### src/sv/ams_pkg.sv
// ----------------------------------------------------------------------------
// ams_pkg
// Shared types and constants for the adjacency matrix store unit.
// ----------------------------------------------------------------------------
package ams_pkg;

    localparam int          NODE_CAP         = 16;
    localparam logic [4:0]  NODE_COUNT_RESET = 5'd16;
    localparam logic [6:0]  EDGE_COUNT_MAX   = 7'd127;

    typedef enum logic [1:0] {
        OP_ADD_EDGE  = 2'd0,
        OP_READ      = 2'd1,
        OP_NEIGHBORS = 2'd2,
        OP_DEGREE    = 2'd3
    } t_opcode;

    typedef enum logic [2:0] {
        ST_CLEAR,
        ST_IDLE,
        ST_READ,
        ST_CHECK,
        ST_WRITE_REV,
        ST_SCAN
    } t_state;

    typedef struct packed {
        logic latch;
        logic clr;
        logic wr_fwd;
        logic wr_rev;
        logic cnt_inc;
        logic scan_run;
        logic emit_add;
        logic add_acc;
        logic emit_read;
        logic emit_final;
    } t_cmd;

    typedef struct packed {
        t_opcode op;
        t_opcode req_op;
        logic    clr_done;
        logic    add_ok;
        logic    scan_done;
    } t_sts;

endpackage

### src/sv/ams_ctrl.sv
// ----------------------------------------------------------------------------
// ams_ctrl
// Sequencer for the adjacency matrix store: clearing pass, request dispatch,
// edge insertion and row scans.
// ----------------------------------------------------------------------------
module ams_ctrl (
    input  logic          i_clk,
    input  logic          i_rst_n,
    input  logic          i_start,
    output logic          o_busy,
    output ams_pkg::t_cmd o_cmd,
    input  ams_pkg::t_sts i_sts
);
    import ams_pkg::*;

    t_state r_state;
    t_state n_state;

    always_ff @(posedge i_clk) begin
        if (!i_rst_n) begin
            r_state <= ST_CLEAR;
        end else begin
            r_state <= n_state;
        end
    end

    always_comb begin
        n_state = r_state;
        unique case (r_state)
            ST_CLEAR: begin
                if (i_sts.clr_done) begin
                    n_state = ST_IDLE;
                end
            end
            ST_IDLE: begin
                if (i_start) begin
                    if (i_sts.req_op == OP_ADD_EDGE || i_sts.req_op == OP_READ) begin
                        n_state = ST_READ;
                    end else begin
                        n_state = ST_SCAN;
                    end
                end
            end
            ST_READ: begin
                n_state = ST_CHECK;
            end
            ST_CHECK: begin
                if (i_sts.op == OP_ADD_EDGE && i_sts.add_ok) begin
                    n_state = ST_WRITE_REV;
                end else begin
                    n_state = ST_IDLE;
                end
            end
            ST_WRITE_REV: begin
                n_state = ST_IDLE;
            end
            ST_SCAN: begin
                if (i_sts.scan_done) begin
                    n_state = ST_IDLE;
                end
            end
            default: begin
                n_state = ST_IDLE;
            end
        endcase
    end

    always_comb begin
        o_cmd  = '0;
        o_busy = (r_state != ST_IDLE);
        unique case (r_state)
            ST_CLEAR: begin
                o_cmd.clr = 1'b1;
            end
            ST_IDLE: begin
                o_cmd.latch = i_start;
            end
            ST_READ: begin
            end
            ST_CHECK: begin
                if (i_sts.op == OP_ADD_EDGE) begin
                    if (i_sts.add_ok) begin
                        o_cmd.wr_fwd  = 1'b1;
                        o_cmd.cnt_inc = 1'b1;
                    end else begin
                        o_cmd.emit_add = 1'b1;
                    end
                end else begin
                    o_cmd.emit_read = 1'b1;
                end
            end
            ST_WRITE_REV: begin
                o_cmd.wr_rev   = 1'b1;
                o_cmd.emit_add = 1'b1;
                o_cmd.add_acc  = 1'b1;
            end
            ST_SCAN: begin
                o_cmd.scan_run   = 1'b1;
                o_cmd.emit_final = i_sts.scan_done;
            end
            default: begin
            end
        endcase
    end

endmodule

### config.mk
export PLATFORM = sky130hd
export DESIGN_NAME = ams_ctrl
export DESIGN_NICKNAME = d
export VERILOG_FILES = /design/src/sv/ams_pkg.sv /design/src/sv/ams_ctrl.sv
export SDC_FILE = /design/constraint.sdc
export NUM_CORES = 1
export LEC_CHECK = 0
export ABC_AREA = 1
export BUFFER_PORTS_ARGS = -buffer_cell sky130_fd_sc_hd__buf_2
export CORE_AREA = 2 2 39 41
export DETAILED_ROUTE_END_ITERATION = 8
export DIE_AREA = 0 0 41 43
export PLACE_DENSITY_LB_ADDON = 0.25
export SLEW_MARGIN = 20
export SYNTH_ARGS = -nofsm -noshare
export SYNTH_HDL_FRONTEND = slang
export SYNTH_SLANG_ARGS = --single-unit
### constraint.sdc
create_clock -name i_clk -period 1.3 [get_ports i_clk]
set_input_delay 0 -clock i_clk [delete_from_list [all_inputs] [get_ports i_clk]]
set_output_delay 0 -clock i_clk [all_outputs]
set_load 0.05 [all_outputs]
---- Word-level counts from Yosys, hierarchy flattened ----
Index checks and enable logic that the tools add are counted.
storage, ports and cells
  input bits .............................. 10
  register bits ........................... 3
cells by class
  muxes and demuxes ....................... 19
  eq/ne operators ......................... 10
  reduce and logical (&&, ||, !) cells .... 6
operators by type and width
  cell                                                             number
  3-bit 2-to-1 mux                                                 5
  3-bit case mux with 5 select lines                               1
  1-bit 2-to-1 mux                                                 12
  3-bit by 2-bit == test with 1-bit output, second input constant  2
  3-bit == test, second input constant                             2
  2-bit != test, second input constant                             3
  2-bit logical NOT                                                2
  3-bit by 1-bit == test with 1-bit output, second input constant  1
  3-bit logical NOT                                                1
  3-bit by 1-bit != test with 1-bit output, second input constant  1
  3-bit AND reduction                                              1
  2-bit by 1-bit == test with 1-bit output, second input constant  1
  1-bit case mux with 2 select lines                               1
  1-bit logical AND                                                1
  1-bit logical OR                                                 1

---- Longest topological paths before layout ----
Gate-level depths: netlist of run 1.
  depth in word-level cells ............... 5
  depth in mapped cells ................... 7
  gate-level depth less buffers ........... 6

---- Least setup slack after synthesis of run 1 ----
No wires, ideal clock.
  kind .................................... register to output
  from .................................... register r_state[2]
  to ...................................... output port o_cmd[9] (netlist name)
  path buffers ............................ 0
  arrival time ............................ 1.711 ns
  slack ................................... -0.411 ns
  stages on the path, launching flop included .. 4
  cells stage by stage .................... dfxtp_1 inv_4 nand3_1 nor2_1
RTL lines
  element                 RTL line        RTL
  start, declared         ams_ctrl.sv:16  t_state r_state;
  start signal, assigned  ams_ctrl.sv:23  r_state <= n_state;
  end, declared           ams_ctrl.sv:11  output ams_pkg::t_cmd o_cmd,

==> impl_metrics.env, run 1 <==
export IMPL_timing_final_ws_setup_ps=94.5
export IMPL_intPower_uw=296
export IMPL_hold_path_class="primary input to register"
export IMPL_drive_gt1_share_pct=49.3
export IMPL_top_register="r_state"
export IMPL_synth_largest_area_cell="dfxtp_1"
export IMPL_arrival_ps=1210
export IMPL_nets=84
export IMPL_cp_data_required_time_ps=1300
export IMPL_grt_pass1_wl_um=1070
export IMPL_ir_drop_mv=0.265
export IMPL_grt_met2_usage_pct=12.2
export IMPL_clk_pin_slew_worst_paths_ps=40
export IMPL_gr_total_overflow=0
export IMPL_p_seq_share_pct=22.5
export IMPL_gp_congestion=0.734
export IMPL_met3_usage_pct=3.14
export IMPL_fin_setup_tns_ps=0
export IMPL_multiInputGateArea_um2=216
export IMPL_post_cts_buffers=0
export IMPL_finalWirelength_um=666
export IMPL_max_cap_violations=0
export IMPL_wire_per_inst_um=7.48
export IMPL_cts_tree="done"
export IMPL_fill_cells=160
export IMPL_die_x_um=41
export IMPL_cts_made_buffers=3
export IMPL_dp_slack_ps=122
export IMPL_grtUsageMet1_pct=11.8
export IMPL_syn_mean_instance_area_um2=6.07
export IMPL_synthCells=53
export IMPL_synth_top_area_share_pct=18.7
export IMPL_start_util_pct=23.2
export IMPL_rsz0062_at_grt="true"
export IMPL_synth_warnings=0
export IMPL_final_hold_viol_count=0
export IMPL_cts_hold_buf=0
export IMPL_path_max_fanout=10
export IMPL_antenna_found_initial=0
export IMPL_grt_busiest_layer="met2"
export IMPL_p_clk_share_pct=28.2
export IMPL_htreeDepth=1
export IMPL_slew_headroom_pct=83.4
export IMPL_dp_hpwl_um=559
export IMPL_vias_per_cell=4.02
export IMPL_rows=14
export IMPL_p_leak_uw=0.000263
export IMPL_ys_ff_latch=3
export IMPL_grt_use_total_pct=9.12
export IMPL_fin_crit_ps=1210
export IMPL_sw_frac_of_total_pct=47.1
export IMPL_port_buffers=19
export IMPL_cts_max_path_buffers=2
export IMPL_cp_start_kind="register"
export IMPL_dr_pass1_iters=4
export IMPL_largest_register_ffs=3
export IMPL_status="complete, no violations"
export IMPL_grt_start_max_net_pins=11
export IMPL_worstSetupPathType="register to output port"
export IMPL_clock_root_buffer="clkbuf_4"
export IMPL_drt_iter0_drc=5
export IMPL_power_density_nw_per_um2=1190
export IMPL_postRouteAntennaNets=0
export IMPL_die_h_um=43
export IMPL_synth_area_um2=322
export IMPL_clock_latency_ps=230
export IMPL_design_die_area_um2=1760
export IMPL_grt_pass1_vias=287
export IMPL_finalClockSkew_ps=0.957
export IMPL_p_comb_share_pct=49.3
export IMPL_worstSetupEndpointType="output port"
export IMPL_reg2reg_setup_slack_ps=230
export IMPL_diodes=0
export IMPL_dpl_cell_area_um2=432
export IMPL_seq_area_frac_synth_pct=18.7
export IMPL_vias=358
export IMPL_cts_sink_count=3
export IMPL_fin_hold_ws_ps=8.32
export IMPL_p_switching_uw=263
export IMPL_tightest_slew_ps=251
export IMPL_reg_largest_list="r_state x3"
export IMPL_drv_slew=0
export IMPL_fp_coreArea_um2=1380
export IMPL_design_area_um2=469
export IMPL_fin_crit_sh_pct=92.7
export IMPL_syn_nets=63
export IMPL_yosys_top_cells_area="dfxtp_1, nor2_1, nand3_2, inv_1, nand4_1"
export IMPL_regArea_um2=61.3
export IMPL_syn_to_final_growth_pct=45.9
export IMPL_finalSetupViolations=0
export IMPL_max_clock_freq_mhz=830
export IMPL_synth_distinct_cells=16
export IMPL_ios=21
export IMPL_drc=0
[timing repair]
action                                  CTS  global route
resized for setup                         1             7
endpoints found under the setup margin    4             4
cloned                                    0             0
pin swaps                                 0             0
[kinds of logic after synthesis]
group | Yosys count | share of synthesized area (%)
simple gates | 35 | 57.2
compound gates | 2 | 3.50
flops | 3 | 18.7
buf+inv | 13 | 20.6
[cell type report]
class                      count  share of cell area [%]
sequential                     3                    13.1
multi-input combinational     37                    46.1
clock buffer                   4                    5.60
tap                           16                    4.27
timing repair buffer          19                    22.4
inverter                      10                    8.53
[worst max-delay path: stages (launching register included)]
cell	delay, ps
dfxtp_1	340
inv_4	130
nand3_2	140
nor2_4	160
buf_4	210
[cell usage in the layout, fill, tap and decap left out, drive strengths merged]
cell type / netlist / final
buf: 3 / 18
nor2: 18 / 18
inv: 10 / 10
nand2: 6 / 6
nand3: 6 / 6
clkbuf: 0 / 5
nand4: 4 / 4
dfxtp: 3 / 3
o22ai: 1 / 1
nand3b: 1 / 1
o21ai: 1 / 1
[routing by layer]
layer,wire [µm],up-vias
met1,297,143
met4,0,0
met2,329,10
met3,39,0
li1,-,205
met5,0,-
[worst paths after layout]
path / endpoint / startpoint / cells past startpoint
hold / removal: r_state[1] / i_rst_n / 3
setup / recovery: o_cmd[7] / r_state[2] / 4
setup reg to reg: r_state[0] / r_state[2] / 6
hold reg to reg: r_state[1] / r_state[0] / 4
[Yosys cell counts, drive strengths merged]
cell type and n:
inv 10, nand2 6, buf 3, nor2 18, nand3b 1, o21ai 1
nand3 6, nand4 4, o22ai 1, dfxtp 3
[power by group through the flow]
stage               Combinational [µW]  Sequential [µW]  Clock, µW
finish                             275              126        157
global route                       301              128        175
CTS                                276              126        163
detailed placement                 276              126          0
global placement                   275              126          0
floorplan                          243              114          0
[stage by stage]
stage / util, % / total power (µW) / instances
2_1_floorplan: - / 357 / 53
3_3_place_gp: 31.2 / 401 / 85
3_5_place_dp: 31.2 / 402 / 85
4_1_cts: 33.2 / 566 / 89
5_1_grt: 33.9 / 604 / 89
6_report: 33.9 / 558 / 89
Power figures use the tool's default switching activity.
==> run 2, diff against run 1 <==
--- a/config.mk
+++ b/config.mk
@@ -10,7 +10,7 @@
 export CORE_AREA = 2 2 39 41
 export DETAILED_ROUTE_END_ITERATION = 8
 export DIE_AREA = 0 0 41 43
-export PLACE_DENSITY_LB_ADDON = 0.25
+export PLACE_DENSITY = 0.55
 export SLEW_MARGIN = 20
 export SYNTH_ARGS = -nofsm -noshare
 export SYNTH_HDL_FRONTEND = slang
==> constraint.sdc (replaced) <==
create_clock -name i_clk -period 1.3 [get_ports i_clk]
set_input_delay 0 -clock i_clk [delete_from_list [all_inputs] [get_ports i_clk]]
set_output_delay 0 -clock i_clk [all_outputs]
set_load 0.02 [all_outputs]
==> impl_metrics.env, run 2 (same netlist as run 1, synthesis figures left out) <==
export IMPL_p_leak_uw=0.000267
export IMPL_vias_per_cell=4.23
export IMPL_cts_max_path_buffers=2
export IMPL_syn_to_final_growth_pct=43.2
export IMPL_fin_crit_sh_pct=92.2
export IMPL_fin_setup_tns_ps=0
export IMPL_diodes=0
export IMPL_die_h_um=43
export IMPL_finalWirelength_um=707
export IMPL_report_power_total_uw=492
export IMPL_clk_pin_slew_worst_paths_ps=40
export IMPL_hold_path_class="primary input to register"
export IMPL_worstSetupEndpointType="output port"
export IMPL_start_util_pct=23.2
export IMPL_dp_hpwl_um=595
export IMPL_finalClockSkew_ps=0.313
export IMPL_largest_register_ffs=3
export IMPL_htreeDepth=1
export IMPL_cts_tree="done"
export IMPL_vias=381
export IMPL_dr_pass1_iters=4
export IMPL_finalCoreUtilization_pct=33.3
export IMPL_rsz0062_at_grt="false"
export IMPL_worstSetupPathType="register to output port"
export IMPL_reg_largest_list="r_state x3"
export IMPL_drv_slew=0
export IMPL_max_stage_delay_ps=340
export IMPL_path_common_cell="buf_4"
export IMPL_ios=21
export IMPL_grt_pass1_vias=288
export IMPL_port_buffers=19
export IMPL_design_die_area_um2=1760
export IMPL_worstReg2RegStart="r_state[2]"
export IMPL_final_hold_viol_count=0
export IMPL_finalSetupViolations=0
export IMPL_gr_total_overflow=0
export IMPL_drive_gt1_share_pct=45.9
export IMPL_nets=85
export IMPL_hp_start="i_rst_n"
export IMPL_cts_hold_buf=0
export IMPL_grt_use_total_pct=9.03
export IMPL_antenna_found_initial=0
export IMPL_status="complete, no violations"
export IMPL_fin_crit_ps=1200
export IMPL_slew_headroom_pct=87.1
export IMPL_grt_start_max_net_pins=11
export IMPL_max_clock_freq_mhz=834
export IMPL_cts_sink_count=3
export IMPL_cp_data_required_time_ps=1300
export IMPL_r2r_end="r_state[0]"
export IMPL_cp_startpoint="r_state[0]"
export IMPL_die_x_um=41
export IMPL_path_cells="buf_4 > nor2_4 > inv_1 > o22ai_1 > buf_4"
export IMPL_drc=0
export IMPL_power_density_nw_per_um2=1070
export IMPL_post_cts_buffers=0
export IMPL_tightest_slew_ps=194
export IMPL_fp_coreArea_um2=1380
export IMPL_rows=14
export IMPL_top_register="r_state"
export IMPL_layout_commonest_cell="buf_2"
export IMPL_path_max_fanout=6
export IMPL_clock_latency_ps=230
export IMPL_cp_start_kind="register"
export IMPL_mostFrequentLayoutCells="buf_2, nor2_1, inv_1"
export IMPL_clock_root_buffer="clkbuf_4"
export IMPL_min_path_cells=3
export IMPL_reg2reg_setup_slack_ps=260
export IMPL_cp_slowest_cell="dfxtp_2"
export IMPL_holdPathEnd="r_state[1]"
export IMPL_fin_hold_ws_ps=12.3
export IMPL_ir_drop_mv=0.535
export IMPL_wire_per_inst_um=7.86
export IMPL_grt_pass1_wl_um=1070
export IMPL_arrival_ps=1200
export IMPL_gp_congestion=0.792
export IMPL_fill_cells=156
export IMPL_max_cap_violations=0
export IMPL_cts_resized_gates=0
export IMPL_ff2ff_path_depth=6
export IMPL_postRouteAntennaNets=0
export IMPL_cts_made_buffers=3
export IMPL_drt_iter0_drc=1
-- run 2: layout make-up --
type	count	area [µm²]	share of cell area (%)
Sequential cell	3	61.3	13.3
Timing Repair Buffer	20	110	23.9
Inverter	10	40.0	8.70
Tap cell	16	20.0	4.35
Clock buffer	4	26.3	5.71
Multi-Input combinational cell	37	203	44.0
-- run 2: metal layers --
| metal | global-route usage (%) | up-vias | wire length, µm |
|---|---|---|---|
| met5 | 0 | - | 0 |
| met4 | 8.00 | 0 | 0 |
| met3 | 1.57 | 0 | 52 |
| met2 | 12.2 | 14 | 324 |
| met1 | 11.5 | 159 | 330 |
| li1 | - | 208 | - |
-- run 2: worst max-delay path, delay by kind of cell, from the launching register on --
family / cells / cell delay [ps]
and+or+nand+nor: 1 / 100
buffers and inverters: 3 / 390
AOI/OAI and AO/OA: 1 / 150
DFF: 1 / 340
-- run 2: worst max-delay path by stage --
stage	endpoint	slack, ps	cells past startpoint
final	o_cmd[3]	100	5
after global routing	o_cmd[3]	10	5
after CTS	o_cmd[3]	10	5
after detailed placement	r_state[2]	220	6
after global placement	r_state[2]	210	6
after floorplan	o_cmd[6]	170	5
-- run 2: power by group --
part	switching, µW	internal (µW)
clock network	42.7	115
registers	16.2	105
logic	132	81.6
total	191	301
-- run 2: through the flow --
| step | instances | worst slack [ps] | instance area [µm²] |
|---|---|---|---|
| after floorplan | 53 | 168 | 322 |
| after global placement | 86 | 212 | 418 |
| after detailed placement | 86 | 219 | 418 |
| after CTS | 90 | 11.9 | 444 |
| after global routing | 90 | 14.7 | 460 |
| final | 90 | 102 | 460 |
==> run 3, diff against run 2 <==
==> constraint.sdc (replaced) <==
create_clock -name i_clk -period 1.3 [get_ports i_clk]
set_input_delay 0 -clock i_clk [delete_from_list [all_inputs] [get_ports i_clk]]
set_output_delay 0 -clock i_clk [all_outputs]
set_load 0.05 [all_outputs]
==> impl_metrics.env, run 3 (same netlist as run 1, synthesis figures left out) <==
export IMPL_status="complete, no violations"
export IMPL_nets=85
export IMPL_dr_pass1_iters=3
export IMPL_design_die_area_um2=1760
export IMPL_cts_tree="done"
export IMPL_port_buffers=19
export IMPL_fin_crit_ps=1230
export IMPL_grt_pass1_vias=332
export IMPL_power_density_nw_per_um2=1180
export IMPL_antenna_found_initial=0
export IMPL_rsz0062_at_grt="false"
export IMPL_dp_hpwl_um=623
export IMPL_die_x_um=41
export IMPL_ios=21
export IMPL_path_max_fanout=10
export IMPL_vias_per_cell=4.18
export IMPL_drive_gt1_share_pct=50.0
export IMPL_diodes=0
export IMPL_finalWirelength_um=721
export IMPL_clock_root_buffer="clkbuf_4"
export IMPL_clk_pin_slew_worst_paths_ps=30
export IMPL_layout_commonest_cell="buf_2"
export IMPL_cp_start_kind="register"
export IMPL_grt_pass1_wl_um=1160
export IMPL_arrival_ps=1230
export IMPL_syn_to_final_growth_pct=49.0
export IMPL_p_leak_uw=0.000268
export IMPL_final_hold_viol_count=0
export IMPL_hold_path_class="primary input to register"
export IMPL_cts_sink_count=3
export IMPL_max_cap_violations=0
export IMPL_largest_register_ffs=3
export IMPL_grt_use_total_pct=9.82
export IMPL_tightest_slew_ps=248
export IMPL_start_util_pct=23.2
export IMPL_finalClockSkew_ps=0.346
export IMPL_fin_cells=90
export IMPL_postRouteAntennaNets=0
export IMPL_cts_max_path_buffers=2
export IMPL_vias=376
export IMPL_htreeDepth=1
export IMPL_fin_setup_tns_ps=0
export IMPL_reg_largest_list="r_state x3"
export IMPL_ir_drop_mv=0.429
export IMPL_cts_made_buffers=3
export IMPL_cp_data_required_time_ps=1300
export IMPL_top_register="r_state"
export IMPL_fp_coreArea_um2=1380
export IMPL_report_power_total_uw=566
export IMPL_rows=14
export IMPL_clock_latency_ps=230
export IMPL_worstSetupEndpointType="output port"
export IMPL_gp_congestion=0.694
export IMPL_dp_cells=86
export IMPL_drc=0
export IMPL_finalSetupViolations=0
export IMPL_drv_slew=0
export IMPL_gr_total_overflow=0
export IMPL_mostFrequentLayoutCells="buf_2, nor2_1, inv_1"
export IMPL_max_clock_freq_mhz=813
export IMPL_wire_per_inst_um=8.01
export IMPL_die_h_um=43
export IMPL_grt_start_max_net_pins=11
export IMPL_worstSetupPathType="register to output port"
export IMPL_fin_crit_sh_pct=94.7
export IMPL_slew_headroom_pct=83.6
export IMPL_drt_iter0_drc=4
## run 3: final timing paths
kind | from | to | slack [ps] | cells after the start
setup / recovery | r_state[2] | o_cmd[5] | 70 | 4
hold / removal | i_rst_n | r_state[1] | 7 | 3
setup reg to reg | r_state[2] | r_state[0] | 210 | 6
hold reg to reg | r_state[0] | r_state[2] | 710 | 4
## run 3: metal layers
metal	share of wire [%]	up-vias	global-route usage (%)
met2	47	12	14.7
met1	44	155	10.5
met5	0	-	0
met3	7.8	2	1.57
met4	1.1	0	10.0
li1	-	207	-
## run 3: worst max-delay path, cell delays in order (launching register included)
cell and delay, ps:
dfxtp_1 340, inv_4 130, nand3_2 150, nor2_4 170, buf_4 210
## run 3: where the power goes
group	internal, µW	switching, µW	leakage (µW)
clock network	115	42.9	0.0000150
registers	105	16.5	0.0000249
logic	81.9	205	0.000228
total	301	265	0.000268
## run 3: cell type report
| cell class | instances | area [µm²] |
|---|---|---|
| fill | 160 | 905 |
| timing repair buffer | 20 | 115 |
| multi-input combinational | 37 | 216 |
| inverter | 10 | 40.0 |
| tap | 16 | 20.0 |
| sequential | 3 | 61.3 |
| clock buffer | 4 | 26.3 |
## run 3: metrics by stage
stage / utilization (%) / hold slack, ps / setup slack [ps] / instance area [µm²]
3_3_place_gp: 31.7 / 244 / 215 / 439
3_5_place_dp: 31.7 / 246 / 213 / 439
2_1_floorplan: - / 112 / -58.3 / 343
4_1_cts: 33.8 / 0.948 / -13.4 / 468
5_1_grt: 34.6 / 23.5 / 3.41 / 479
6_report: 34.6 / 7.01 / 69.5 / 479
## run 3: repair_timing
action | CTS | global route
hold buffers | 0 | 0
resized for setup | 1 | 8
setup endpoints to repair | 3 | 8
buffers inserted | 0 | 0
